`src/hw/rtl/fppid_pkg.sv`:
```
// shared widths, register indexes and reset values of the pid regulator
`timescale 1ns / 1ps

package fppid_pkg;

    // data path widths
    localparam int DATA_W     = 16;
    localparam int GAIN_W     = 15;
    localparam int PROD_W     = 32;
    localparam int INTEG_W    = 32;

    // configuration port
    localparam int CFG_IDX_W  = 3;
    localparam int CFG_DATA_W = 15;

    // register indexes
    localparam logic [CFG_IDX_W-1:0] REG_MODE       = 3'd0;
    localparam logic [CFG_IDX_W-1:0] REG_PROP_GAIN  = 3'd1;
    localparam logic [CFG_IDX_W-1:0] REG_INTEG_GAIN = 3'd2;
    localparam logic [CFG_IDX_W-1:0] REG_DERIV_GAIN = 3'd3;
    localparam logic [CFG_IDX_W-1:0] REG_OUT_LIMIT  = 3'd4;

    // operating modes
    localparam logic MODE_PARALLEL = 1'b0;
    localparam logic MODE_SERIES   = 1'b1;

    // reset values of the registers
    localparam logic [GAIN_W-1:0] RST_PROP_GAIN  = 15'd32767;
    localparam logic [GAIN_W-1:0] RST_INTEG_GAIN = 15'd6000;
    localparam logic [GAIN_W-1:0] RST_DERIV_GAIN = 15'd0;
    localparam logic [GAIN_W-1:0] RST_OUT_LIMIT  = 15'd32767;

endpackage

```
`src/hw/rtl/fppid_in_if.sv`:
```
// input channel: target and measured value per beat
`timescale 1ns / 1ps

interface fppid_in_if;
    logic                                valid;
    logic                                ready;
    logic signed [fppid_pkg::DATA_W-1:0] target;
    logic signed [fppid_pkg::DATA_W-1:0] measured;

    modport source (output valid, output target, output measured, input ready);
    modport sink   (input valid, input target, input measured, output ready);
endinterface

```
`src/hw/rtl/fppid_out_if.sv`:
```
// output channel: saturated drive and clip flag per beat
`timescale 1ns / 1ps

interface fppid_out_if;
    logic                                valid;
    logic                                ready;
    logic signed [fppid_pkg::DATA_W-1:0] drive;
    logic                                clipped;

    modport source (output valid, output drive, output clipped, input ready);
    modport sink   (input valid, input drive, input clipped, output ready);
endinterface

```
`src/hw/rtl/fppid_mul.sv`:
```
// shared registered multiplier: unsigned gain times signed sample
`timescale 1ns / 1ps

module fppid_mul (
    input  logic                                 i_clk,
    input  logic        [fppid_pkg::GAIN_W-1:0]  i_gain,
    input  logic signed [fppid_pkg::DATA_W-1:0]  i_sample,
    output logic signed [fppid_pkg::PROD_W-1:0]  o_prod
);

    logic signed [fppid_pkg::GAIN_W:0]   w_gain_s;
    logic signed [fppid_pkg::PROD_W-1:0] r_prod;
    logic signed [fppid_pkg::PROD_W-1:0] n_prod;

    // gain is positive, widen with a zero sign bit
    assign w_gain_s = $signed({1'b0, i_gain});

    // operands extend to the product width before the multiply
    always_comb begin
        n_prod = w_gain_s * i_sample;
    end

    // product register, one multiply per cycle
    always_ff @(posedge i_clk) begin
        r_prod <= n_prod;
    end

    assign o_prod = r_prod;

endmodule

```
`src/hw/rtl/fixed_point_pid_regulator_top.sv`:
```
// Q15 pid regulator with clamped integrator, sequencing one shared multiplier
// A small sequencer steps the single 16x16 multiplier through the
// proportional, integral and derivative products, then clamps the integrator
// against its upper and lower bound, sums and saturates. Input is taken only
// while the sequencer is idle, so no new item is taken before the last is
// through; the result is loaded once the previous one has been taken, and a
// result waiting in the output register does not block acceptance of the next
// item. Registers are written through the plain write port (index 0 mode,
// 1 prop_gain, 2 integ_gain, 3 deriv_gain, 4 out_limit); writes to other
// indexes are ignored. The user must write them only while no item is in
// flight; the block itself does not enforce this.
`timescale 1ns / 1ps

module fixed_point_pid_regulator_top (
    input  logic                                i_clk,
    input  logic                                i_rst_n,
    fppid_in_if.sink                            i_in,
    fppid_out_if.source                         o_out,
    input  logic                                i_cfg_we,
    input  logic [fppid_pkg::CFG_IDX_W-1:0]     i_cfg_idx,
    input  logic [fppid_pkg::CFG_DATA_W-1:0]    i_cfg_data
);

    localparam int DW = fppid_pkg::DATA_W;
    localparam int GW = fppid_pkg::GAIN_W;
    localparam int IW = fppid_pkg::INTEG_W;
    localparam int PW = fppid_pkg::PROD_W;

    // sequencer states
    localparam logic [2:0] S_IDLE = 3'd0;
    localparam logic [2:0] S_MP   = 3'd1;
    localparam logic [2:0] S_MI   = 3'd2;
    localparam logic [2:0] S_ACC  = 3'd3;
    localparam logic [2:0] S_CHI  = 3'd4;
    localparam logic [2:0] S_CLO  = 3'd5;
    localparam logic [2:0] S_SUM  = 3'd6;
    localparam logic [2:0] S_SAT  = 3'd7;

    // configuration registers
    logic          r_mode;
    logic [GW-1:0] r_kp;
    logic [GW-1:0] r_ki;
    logic [GW-1:0] r_kd;
    logic [GW-1:0] r_lim;

    // control and state
    logic [2:0]            r_state,    n_state;
    logic                  r_out_valid, n_out_valid;
    logic signed [IW-1:0]  r_integ,    n_integ;
    logic signed [DW-1:0]  r_prev_err, n_prev_err;

    // payload registers
    logic signed [DW-1:0]  r_err,      n_err;
    logic signed [DW-1:0]  r_p,        n_p;
    logic signed [DW-1:0]  r_d,        n_d;
    logic signed [DW:0]    r_room,     n_room;
    logic signed [DW+1:0]  r_sum,      n_sum;
    logic signed [DW-1:0]  r_out_drive, n_out_drive;
    logic                  r_out_clip,  n_out_clip;

    // shared multiplier operands
    logic        [GW-1:0]  w_mul_gain;
    logic signed [DW-1:0]  w_mul_sample;
    logic signed [PW-1:0]  w_prod;
    logic signed [DW-1:0]  w_diff;

    // working values
    logic signed [DW:0]    w_p_ext;
    logic signed [DW:0]    w_p_abs;
    logic signed [IW:0]    w_bound;
    logic signed [IW:0]    w_nbound;
    logic signed [IW:0]    w_integ_ext;
    logic signed [DW+1:0]  w_lim_ext;
    logic                  w_in_fire;
    logic                  w_out_fire;

    assign w_in_fire  = i_in.valid && i_in.ready;
    assign w_out_fire = r_out_valid && o_out.ready;
    assign i_in.ready = (r_state == S_IDLE);

    assign o_out.valid   = r_out_valid;
    assign o_out.drive   = r_out_drive;
    assign o_out.clipped = r_out_clip;

    assign w_diff = r_err - r_prev_err;

    // multiplier operand select
    always_comb begin
        case (r_state)
            S_MP: begin
                w_mul_gain   = r_kp;
                w_mul_sample = r_err;
            end
            S_MI: begin
                w_mul_gain   = r_ki;
                w_mul_sample = (r_mode == fppid_pkg::MODE_SERIES) ? w_prod[PW-1:PW-DW] : r_err;
            end
            S_ACC: begin
                w_mul_gain   = r_kd;
                w_mul_sample = w_diff;
            end
            default: begin
                w_mul_gain   = r_kp;
                w_mul_sample = r_err;
            end
        endcase
    end

    fppid_mul u_mul (
        .i_clk    (i_clk),
        .i_gain   (w_mul_gain),
        .i_sample (w_mul_sample),
        .o_prod   (w_prod)
    );

    // integrator bound from the proportional headroom
    assign w_p_ext     = {r_p[DW-1], r_p};
    assign w_p_abs     = r_p[DW-1] ? -w_p_ext : w_p_ext;
    assign w_bound     = {r_room, {DW{1'b0}}};
    assign w_nbound    = -w_bound;
    assign w_integ_ext = {r_integ[IW-1], r_integ};
    assign w_lim_ext   = $signed({3'b000, r_lim});

    // sequencer and data path next values
    always_comb begin
        n_state     = r_state;
        n_out_valid = r_out_valid;
        n_integ     = r_integ;
        n_prev_err  = r_prev_err;
        n_err       = r_err;
        n_p         = r_p;
        n_d         = r_d;
        n_room      = r_room;
        n_sum       = r_sum;
        n_out_drive = r_out_drive;
        n_out_clip  = r_out_clip;

        if (w_out_fire) begin
            n_out_valid = 1'b0;
        end

        case (r_state)
            S_IDLE: begin
                if (w_in_fire) begin
                    n_err   = i_in.target - i_in.measured;
                    n_state = S_MP;
                end
            end
            S_MP: begin
                n_state = S_MI;
            end
            S_MI: begin
                n_p     = w_prod[PW-1:PW-DW];
                n_state = S_ACC;
            end
            S_ACC: begin
                n_integ = r_integ + w_prod;
                n_room  = $signed({2'b00, r_lim}) - w_p_abs;
                n_state = S_CHI;
            end
            S_CHI: begin
                if (w_integ_ext > w_bound) begin
                    n_integ = w_bound[IW-1:0];
                end
                if (r_mode == fppid_pkg::MODE_PARALLEL) begin
                    n_d        = w_prod[PW-1:PW-DW];
                    n_prev_err = r_err;
                end else begin
                    n_d = '0;
                end
                n_state = S_CLO;
            end
            S_CLO: begin
                if (w_integ_ext < w_nbound) begin
                    n_integ = w_nbound[IW-1:0];
                end
                n_state = S_SUM;
            end
            S_SUM: begin
                n_sum = {{2{r_p[DW-1]}}, r_p}
                      + {{2{r_integ[IW-1]}}, r_integ[IW-1:IW-DW]}
                      + {{2{r_d[DW-1]}}, r_d};
                n_state = S_SAT;
            end
            S_SAT: begin
                // load the output register once it is free
                if (!r_out_valid || o_out.ready) begin
                    if (r_sum > w_lim_ext) begin
                        n_out_drive = $signed({1'b0, r_lim});
                        n_out_clip  = 1'b1;
                    end else if (r_sum < -w_lim_ext) begin
                        n_out_drive = -$signed({1'b0, r_lim});
                        n_out_clip  = 1'b1;
                    end else begin
                        n_out_drive = r_sum[DW-1:0];
                        n_out_clip  = 1'b0;
                    end
                    n_out_valid = 1'b1;
                    n_state     = S_IDLE;
                end
            end
            default: begin
                n_state = S_IDLE;
            end
        endcase
    end

    // control, loop state and configuration registers
    always_ff @(posedge i_clk) begin
        if (!i_rst_n) begin
            r_state     <= S_IDLE;
            r_out_valid <= 1'b0;
            r_integ     <= '0;
            r_prev_err  <= '0;
            r_mode      <= fppid_pkg::MODE_PARALLEL;
            r_kp        <= fppid_pkg::RST_PROP_GAIN;
            r_ki        <= fppid_pkg::RST_INTEG_GAIN;
            r_kd        <= fppid_pkg::RST_DERIV_GAIN;
            r_lim       <= fppid_pkg::RST_OUT_LIMIT;
        end else begin
            r_state     <= n_state;
            r_out_valid <= n_out_valid;
            r_integ     <= n_integ;
            r_prev_err  <= n_prev_err;
            if (i_cfg_we) begin
                case (i_cfg_idx)
                    fppid_pkg::REG_MODE:       r_mode <= i_cfg_data[0];
                    fppid_pkg::REG_PROP_GAIN:  r_kp   <= i_cfg_data;
                    fppid_pkg::REG_INTEG_GAIN: r_ki   <= i_cfg_data;
                    fppid_pkg::REG_DERIV_GAIN: r_kd   <= i_cfg_data;
                    fppid_pkg::REG_OUT_LIMIT:  r_lim  <= i_cfg_data;
                    default: begin
                    end
                endcase
            end
        end
    end

    // payload registers
    always_ff @(posedge i_clk) begin
        r_err       <= n_err;
        r_p         <= n_p;
        r_d         <= n_d;
        r_room      <= n_room;
        r_sum       <= n_sum;
        r_out_drive <= n_out_drive;
        r_out_clip  <= n_out_clip;
    end

    // an accepted beat starts the sequencer
    a_accept_starts: assert property (@(posedge i_clk) disable iff (!i_rst_n)
        w_in_fire |=> (r_state == S_MP))
        else $error("accepted beat did not start the sequencer");

    // a pending result always stays within the output limit
    a_drive_in_limit: assert property (@(posedge i_clk) disable iff (!i_rst_n)
        r_out_valid |-> ($signed({r_out_drive[DW-1], r_out_drive}) <= $signed({2'b00, r_lim})
                      && $signed({r_out_drive[DW-1], r_out_drive}) >= -$signed({2'b00, r_lim})))
        else $error("drive outside the output limit");

    // a clipped result sits exactly on the limit
    a_clip_on_limit: assert property (@(posedge i_clk) disable iff (!i_rst_n)
        (r_out_valid && r_out_clip) |-> (r_out_drive == $signed({1'b0, r_lim})
                                      || r_out_drive == -$signed({1'b0, r_lim})))
        else $error("clipped result not on the limit");

    // series mode never touches the last error
    a_series_keeps_err: assert property (@(posedge i_clk) disable iff (!i_rst_n)
        (r_mode == fppid_pkg::MODE_SERIES && !i_cfg_we) |=> $stable(r_prev_err))
        else $error("last error changed in series mode");

endmodule
```
`src/flat_wrapper.sv`:
```
// flat-port wrapper written by rule: the top's interface ports become plain ports
module fixed_point_pid_regulator_top_flat 
  (i_clk, i_rst_n, i_cfg_we, i_cfg_idx, i_cfg_data, i_in_valid, i_in_target, i_in_measured, i_in_ready, o_out_valid, o_out_drive, o_out_clipped, o_out_ready);
  fppid_in_if i_in_i ();
  fppid_out_if o_out_i ();
  input  logic i_clk;
  input  logic i_rst_n;
  input  logic i_cfg_we;
  input  logic [fppid_pkg::CFG_IDX_W-1:0] i_cfg_idx;
  input  logic [fppid_pkg::CFG_DATA_W-1:0] i_cfg_data;
  input wire logic [$bits(i_in_i.valid)-1:0] i_in_valid;
  input wire logic [$bits(i_in_i.target)-1:0] i_in_target;
  input wire logic [$bits(i_in_i.measured)-1:0] i_in_measured;
  output wire logic [$bits(i_in_i.ready)-1:0] i_in_ready;
  output wire logic [$bits(o_out_i.valid)-1:0] o_out_valid;
  output wire logic [$bits(o_out_i.drive)-1:0] o_out_drive;
  output wire logic [$bits(o_out_i.clipped)-1:0] o_out_clipped;
  input wire logic [$bits(o_out_i.ready)-1:0] o_out_ready;
  assign i_in_i.valid = i_in_valid;
  assign i_in_i.target = i_in_target;
  assign i_in_i.measured = i_in_measured;
  assign i_in_ready = i_in_i.ready;
  assign o_out_valid = o_out_i.valid;
  assign o_out_drive = o_out_i.drive;
  assign o_out_clipped = o_out_i.clipped;
  assign o_out_i.ready = o_out_ready;
  fixed_point_pid_regulator_top u_core (.i_clk(i_clk), .i_rst_n(i_rst_n), .i_in(i_in_i), .o_out(o_out_i), .i_cfg_we(i_cfg_we), .i_cfg_idx(i_cfg_idx), .i_cfg_data(i_cfg_data));
endmodule
```
`config.mk`:
```
export PLATFORM = sky130hd
export DESIGN_NAME = fixed_point_pid_regulator_top_flat
export DESIGN_NICKNAME = d
export VERILOG_FILES = /design/src/hw/rtl/fppid_pkg.sv /design/src/hw/rtl/fppid_in_if.sv /design/src/hw/rtl/fppid_out_if.sv /design/src/hw/rtl/fppid_mul.sv /design/src/hw/rtl/fixed_point_pid_regulator_top.sv /design/src/flat_wrapper.sv
export SDC_FILE = /design/constraint.sdc
export NUM_CORES = 1
export LEC_CHECK = 0
export BUFFER_PORTS_ARGS = -buffer_cell sky130_fd_sc_hd__buf_2
export CAP_MARGIN = 20
export CORE_ASPECT_RATIO = 0.9
export CORE_MARGIN = 2
export CORE_UTILIZATION = 61
export CTS_BUF_LIST = sky130_fd_sc_hd__clkbuf_8
export DETAILED_ROUTE_END_ITERATION = 10
export PLACE_DENSITY = 0.89
export SYNTH_ARGS = -nofsm -noshare
export SYNTH_HDL_FRONTEND = slang
export SYNTH_HIERARCHICAL = 1
export SYNTH_SLANG_ARGS = --single-unit
```
`constraint.sdc`:
```
create_clock -name i_clk -period 17.4 [get_ports i_clk]
set_clock_uncertainty 0.1 [all_clocks]
set_input_delay 1.74 -clock i_clk [delete_from_list [all_inputs] [get_ports i_clk]]
set_output_delay 1.74 -clock i_clk [all_outputs]
set_load 0.02 [all_outputs]
```
# ---- Word-level counts from Yosys, hierarchy flattened
# Cells that the tools add are included.
dict set report classes {
  reduce_logical 17
  n_bitwise 1
  n_eq_ne 15
  n_mux 16
  n_mul 1
  magnitude_cmp 4
  n_addsub 10
}
# op count
set ops {}
lappend ops {{$pmux W32 S3} 1}
lappend ops {{$mux W32} 2}
lappend ops {{$gt A32 B33 Y1} 1}
lappend ops {{$lt A32 B33 Y1} 1}
lappend ops {{$neg A33 Y33} 1}
lappend ops {{$add A32 B32 Y32} 1}
lappend ops {{$mul A16 B16 Y32} 1}
lappend ops {{$mux W16} 2}
lappend ops {{$pmux W16 S2} 1}
lappend ops {{$sub A16 B16 Y16} 2}
lappend ops {{$pmux W15 S2} 1}
lappend ops {{$pmux W3 S8} 1}
lappend ops {{$add A18 B18 Y18} 1}
lappend ops {{$gt A18 B16 Y1} 1}
lappend ops {{$lt A18 B18 Y1} 1}
lappend ops {{$neg A15 Y18} 1}
lappend ops {{$reduce_and A2 Y1} 9}
lappend ops {{$add A16 B16 Y17} 1}
lappend ops {{$mux W17} 1}
lappend ops {{$neg A16 Y17} 1}
lappend ops {{$sub A16 B17 Y17} 1}
lappend ops {{$neg A15 Y16} 1}
lappend ops {{$eq A3 B3 Y1 const B} 5}
lappend ops {{$mux W15} 1}
lappend ops {{13 further kinds} 25}
dict set report word_totals {
  ff_bits 245
  wordCells 82
  out_inout_bits 19
  in_bits 55
}

# ---- Longest topological paths before layout
dict set report depth {
  depth_word 4
  mapped_depth 34
  ltp_nobuf 32
}

# ---- Modules after synthesis
# Netlist, hierarchy kept.
# mod instances cells_each seq_area_each_um2 area_per_inst_um2
set modules_own_cells {}
lappend modules_own_cells {fixed_point_pid_regulator_top 1 1811 5265.0 15677.5}
lappend modules_own_cells {fppid_mul 1 998 640.6 9053.7}

# ---- Worst setup path before layout
# Ideal clock, no wire load.
dict set report synth_timing {
  path_kind {register to register}
  from {register u_core.r_err[3]}
  to {register u_core.u_mul.r_prod, in the netlist u_core/u_mul/o_prod[25]}
  setup_ns 0.129
  period_less_slack_ns 7.532
  stages_incl_launch_ff 28
  path_slack_ns 9.868
  t_required_ns 17.171
  path_buffers 1
  arrival_ns 7.303
  path_cell_list {edfxtp_1 ha_1 and2_1 o21ai_0 a31oi_1 o2111ai_1 a31oi_1 xnor2_1 mux2i_1 a21oi_1 clkbuf_1 nor2b_1 fa_1 fa_1 fa_1 fa_1 fa_1 inv_1 fa_1 inv_1 ha_1 and3_4 o211a_1 a211oi_1 o21ai_0 a21oi_1 o21bai_1 xor2_1}
}
dict set report synth_between {
  elab_chain_len 3
  elab_cells_between_ends 4
  classes_between {add/sub: 1; mul: 1; mux: 2}
}
# element line_no
set synth_rtl {}
lappend synth_rtl {{start, declared} fixed_point_pid_regulator_top.sv:53} ;# logic signed [DW-1:0] r_err, n_err;
lappend synth_rtl {{start signal, assigned} fixed_point_pid_regulator_top.sv:241} ;# r_err <= n_err;
lappend synth_rtl {{$sub A16 B16 Y16} fixed_point_pid_regulator_top.sv:85} ;# assign w_diff = r_err - r_prev_err;
lappend synth_rtl {{$pmux W16 S2} fixed_point_pid_regulator_top.sv:89} ;# case (r_state)
lappend synth_rtl {{named net u_core.w_mul_sample[15]} fixed_point_pid_regulator_top.sv:63} ;# logic signed [DW-1:0] w_mul_sample;
lappend synth_rtl {{$mul A16 B16 Y32} fppid_mul.sv:20} ;# n_prod = w_gain_s * i_sample;
lappend synth_rtl {{named net u_core.u_mul.n_prod, one bit} fppid_mul.sv:13} ;# logic signed [fppid_pkg::PROD_W-1:0] n_prod;
lappend synth_rtl {{end signal, assigned} fppid_mul.sv:25} ;# r_prod <= n_prod;
lappend synth_rtl {{end, declared} fppid_mul.sv:12} ;# logic signed [fppid_pkg::PROD_W-1:0] r_prod;
# The timed path passes the listed nets, and every way through them passes these cells.
# A chain may end at the register's enable or synchronous reset.

# ---- Worst setup path after layout
dict set report layout_timing {
  from {register u_core.r_state[0]}
  to {register u_core.u_mul.r_prod, in the netlist u_core/u_mul/o_prod[28]}
}
dict set report layout_between {
  elab_chain_len 3
  elab_cells_between_ends 5
  classes_between {mul: 1; eq/ne: 2; mux: 2}
}
# element line_no
set layout_rtl {}
lappend layout_rtl {{start, declared} fixed_point_pid_regulator_top.sv:47} ;# logic [2:0] r_state, n_state;
lappend layout_rtl {{start signal, assigned} fixed_point_pid_regulator_top.sv:221} ;# r_state <= n_state;
lappend layout_rtl {{$eq A3 B2 Y1} fixed_point_pid_regulator_top.sv:89}
lappend layout_rtl {{$pmux W16 S2 *} fixed_point_pid_regulator_top.sv:89}
lappend layout_rtl {{named net u_core.w_mul_sample[1]} fixed_point_pid_regulator_top.sv:63}
lappend layout_rtl {{$mul A16 B16 Y32 *} fppid_mul.sv:20}
lappend layout_rtl {{named net u_core.u_mul.n_prod, one bit} fppid_mul.sv:13}
# Mark *: on every way through the listed nets, which the timed path passes. The rest lies on a longest branch.

==> impl_metrics.json <==
{
  "setup_ws_ns": 9.08,
  "post-synth-top-area-cell": "fa_1",
  "cap_violations": 0,
  "reg2reg_slack_ns": 9.08,
  "path_clk_slew_ns": 0.07,
  "crit_type": "flop to flop",
  "syn_area_um2": 24700,
  "hp-start": "u_core/r_prev_err[8]$_SDFFE_PN0P_",
  "drc": 0,
  "post_cts_buffers": 0,
  "via_count": 21217,
  "cts_tree": "done",
  "cp_num_buf_inv": 5,
  "cts_sinks": 245,
  "ys_warn_count": 6,
  "syn_area_per_cell_um2": 8.80,
  "synth.ff_latch_count": 245,
  "dp_cells": 3344,
  "place.gp.congestion": 0.982,
  "ys_types": 84,
  "grt_pass1_vias": 21508,
  "die_h_um": 195,
  "rr_endpoint": "u_core/u_mul/o_prod[28]$_DFF_P_",
  "cp-end-kind": "flop",
  "yosysTopAreaCellShare": 0.163,
  "synthCells": 2809,
  "synth_edf_count": 100,
  "min_period_ns": 8.32,
  "viasPerCell": 6.19,
  "cts_hold_buf": 0,
  "cpPeakStageDelay_ns": 0.73,
  "pre_cts_ws_ns": 8.74,
  "cp_cell_sequence": "buf_4 > clkinv_1 > nand2_1 > o22ai_1 > a21oi_2 > nand2_1 > fa_1 > fa_1 > fa_1 > fa_1 > inv_1 > fa_1 > inv_1 > fa_1 > inv_1 > ha_1 > a21oi_1 > o21ai_0 > a22oi_1 > nand2_1 > a41oi_1 > o21ai_1 > xor2_1",
  "synthArstFlopShare": 0,
  "crit_family": "adder cells",
  "htree_levels": 2,
  "fmax_mhz": 120,
  "hold_violations": 0,
  "clock_path_buffers": 3,
  "nets": 3399,
  "synth.yosys.seq_area_share": 0.239,
  "rr_worst_depth": 23,
  "cts_root_buffer": "clkbuf_8",
  "grt_overflow": 0,
  "hold_path_class": "flop to flop",
  "worstPathMaxFanout": 40,
  "crit_required_ns": 17.80,
  "drive_gt1_frac": 0.0825,
  "grt_start_max_net_pins": 63,
  "ys_top_cells_by_area": "fa_1 16%, ha_1 14%, edfxtp_1 12%",
  "fin_tns_setup_ns": 0,
  "io_buffers": 73,
  "chipWidth_um": 216,
  "min_period_over_period": 0.478,
  "ant_nets": 0,
  "slowest_stage": "a21oi_2",
  "coreArea_um2": 39700,
  "worstSkewPairLatency_ns": 0.61,
  "worstPathArrival_ns": 8.72,
  "wl_per_cell_um": 19.8,
  "antenna_found_initial": 2,
  "pin_count": 74,
  "critPathMostFrequentCell": "fa_1",
  "synth_nets": 3347,
  "start_util": 0.623,
  "outcome": "finished clean",
  "crit_path_start": "u_core/r_state[0]$_SDFFE_PN0P_",
  "r2r_start": "u_core/r_state[0]$_SDFFE_PN0P_",
  "num-fill-cells": 3082,
  "slew_headroom": 0.301,
  "worst-slew-pin-transition_ns": 1.05,
  "post_cts_resize_count": 0,
  "drtIter0Drc": 1912,
  "finalWirelength_um": 67700,
  "drv_slew": 0,
  "crit_end": "u_core/u_mul/o_prod[28]$_DFF_P_",
  "cp.depth": 23,
  "syn_to_final_growth_pct": 8.06,
  "drtPass1Iterations": 9,
  "fin_cells": 3429,
  "synth_top_flop_cell": "dfxtp_1",
  "whs_ns": 0.357,
  "cts_buffers": 44,
  "placementRows": 69,
  "rsz0062_at_grt": "false",
  "finalSetupViolCount": 0,
  "grt_pass1_wl_um": 110000,
  "grt.total_usage": 0.324,
  "startpoint_type": "flop",
  "dieArea_um2": 42200,
  "dpl.hpwl_um": 51400
}
==> kinds of logic (layout without fill, tap and decap cells) <==
family / after synthesis / count (layout) / synth area share
buffers and inverters: 446 / 533 / 0.0681
adder cells (fa/ha/maj): 483 / 483 / 0.305
other: 0 / 1 / 0
AND/OR/NAND/NOR: 891 / 891 / 0.176
multiplexers: 28 / 28 / 0.0113
AO/OA/AOI/OAI: 559 / 559 / 0.144
XOR/XNOR: 157 / 157 / 0.0556
flip-flops: 245 / 245 / 0.239
==> Yosys cell counts (28+ instances only) <==
master    count
xnor2_1     110
nand3_1      81
nor2b_1      48
nand2_1     375
nor3_1       45
clkbuf_1    100
edfxtp_1    100
o21ai_0     104
ha_1        282
a21o_1       46
o211ai_1     31
a21oi_1     176
xor2_1       47
inv_1       330
and2_1      114
fa_1        201
mux2i_1      28
nor2_1       95
a31oi_1      32
dfxtp_1     145
==> layout make-up <==
class                           instances  area, µm²  area share
Clock inverter                         27        259     0.00969
Multi-Input combinational cell       2118      17200       0.642
Clock buffer                           54        743      0.0278
Timing Repair Buffer                  119        739      0.0277
Antenna cell                            1       2.50   0.0000936
Inverter                              333       1250      0.0468
Sequential cell                       245       5910       0.221
Tap cell                              532        666      0.0249
==> cell usage in the layout (no fill, tap or decap), types with 9 or more instances in the layout <==
cell type / Yosys / final
a31oi_1: 32 / 32
buf_2: 6 / 73
o21ai_1: 5 / 12
edfxtp_1: 100 / 100
o21a_1: 21 / 21
nor2b_1: 48 / 47
a211o_1: 9 / 9
a21o_1: 46 / 46
xnor2_1: 110 / 110
nand4_1: 20 / 20
nor3_1: 45 / 45
mux2i_1: 28 / 28
inv_1: 330 / 339
ha_1: 282 / 282
o21ai_0: 104 / 97
clkinv_2: 0 / 9
dfxtp_1: 145 / 144
a21oi_1: 176 / 173
clkbuf_8: 0 / 54
and2_1: 114 / 114
nand2b_1: 21 / 21
or2_2: 12 / 12
or3_1: 18 / 18
o22ai_1: 15 / 15
nand2_1: 375 / 375
nand3_1: 81 / 81
o211ai_1: 31 / 31
o21bai_1: 15 / 15
and3_1: 19 / 19
a211oi_1: 20 / 20
buf_4: 1 / 43
nor2_1: 95 / 93
fa_1: 201 / 201
xor2_1: 47 / 47
==> flip-flops by register name, indices dropped and copies added, names as in the netlist <==
| signal | flops |
|---|---|
| u_core/r_d | 16 |
| u_core/r_prev_err | 16 |
| u_core/r_lim | 15 |
| u_core/r_room | 17 |
| u_core/r_sum | 18 |
| u_core/r_kd | 15 |
| u_core/o_out.valid | 1 |
| u_core/o_out.clipped | 1 |
| u_core/r_integ | 32 |
| u_core/r_state | 3 |
| u_core/o_out.drive | 16 |
| u_core/r_mode | 1 |
| u_core/r_err | 16 |
| u_core/r_ki | 15 |
| u_core/u_mul/o_prod | 32 |
| u_core/r_kp | 15 |
| u_core/r_p | 16 |
==> through the flow <==
| stage | area (µm²) | utilization |
|---|---|---|
| after floorplan | 24700 | - |
| after global placement | 25700 | 0.646 |
| after detailed placement | 25700 | 0.646 |
| after CTS | 26700 | 0.672 |
| after global routing | 26700 | 0.673 |
| final | 26700 | 0.673 |
==> worst reg2reg max path, stage by stage, from the launching register on <==
cell,delay [ns]
dfxtp_2,0.52
buf_4,0.55
clkinv_1,0.45
nand2_1,0.38
o22ai_1,0.14
a21oi_2,0.73
nand2_1,0.21
fa_1,0.56
fa_1,0.53
fa_1,0.43
fa_1,0.51
inv_1,0.07
fa_1,0.57
inv_1,0.07
fa_1,0.49
inv_1,0.05
ha_1,0.34
a21oi_1,0.28
o21ai_0,0.25
a22oi_1,0.26
nand2_1,0.13
a41oi_1,0.33
o21ai_1,0.13
xor2_1,0.15
==> how the worst min path moves through the flow <==
stage	endpoint	slack, ns	cells past startpoint
after floorplan	u_core/r_ki[0]$_SDFFE_PN0P_	0.34	2
after global placement	u_core/r_kd[10]$_SDFFE_PN0P_	0.34	2
after detailed placement	u_core/r_prev_err[8]$_SDFFE_PN0P_	0.35	2
after CTS	u_core/r_prev_err[8]$_SDFFE_PN0P_	0.36	2
after global routing	u_core/r_prev_err[6]$_SDFFE_PN0P_	0.38	2
final	u_core/r_prev_err[8]$_SDFFE_PN0P_	0.36	2
==> routing by layer <==
| layer | track usage | routed length [µm] |
|---|---|---|
| met2 | 0.539 | 31600 |
| met3 | 0.0514 | 5960 |
| met1 | 0.406 | 26100 |
| met4 | 0.177 | 4040 |
| met5 | 0 | 0 |
Power is not shown: default switching activity piles up to over one toggle a cycle in this logic, so the estimate is an artifact.
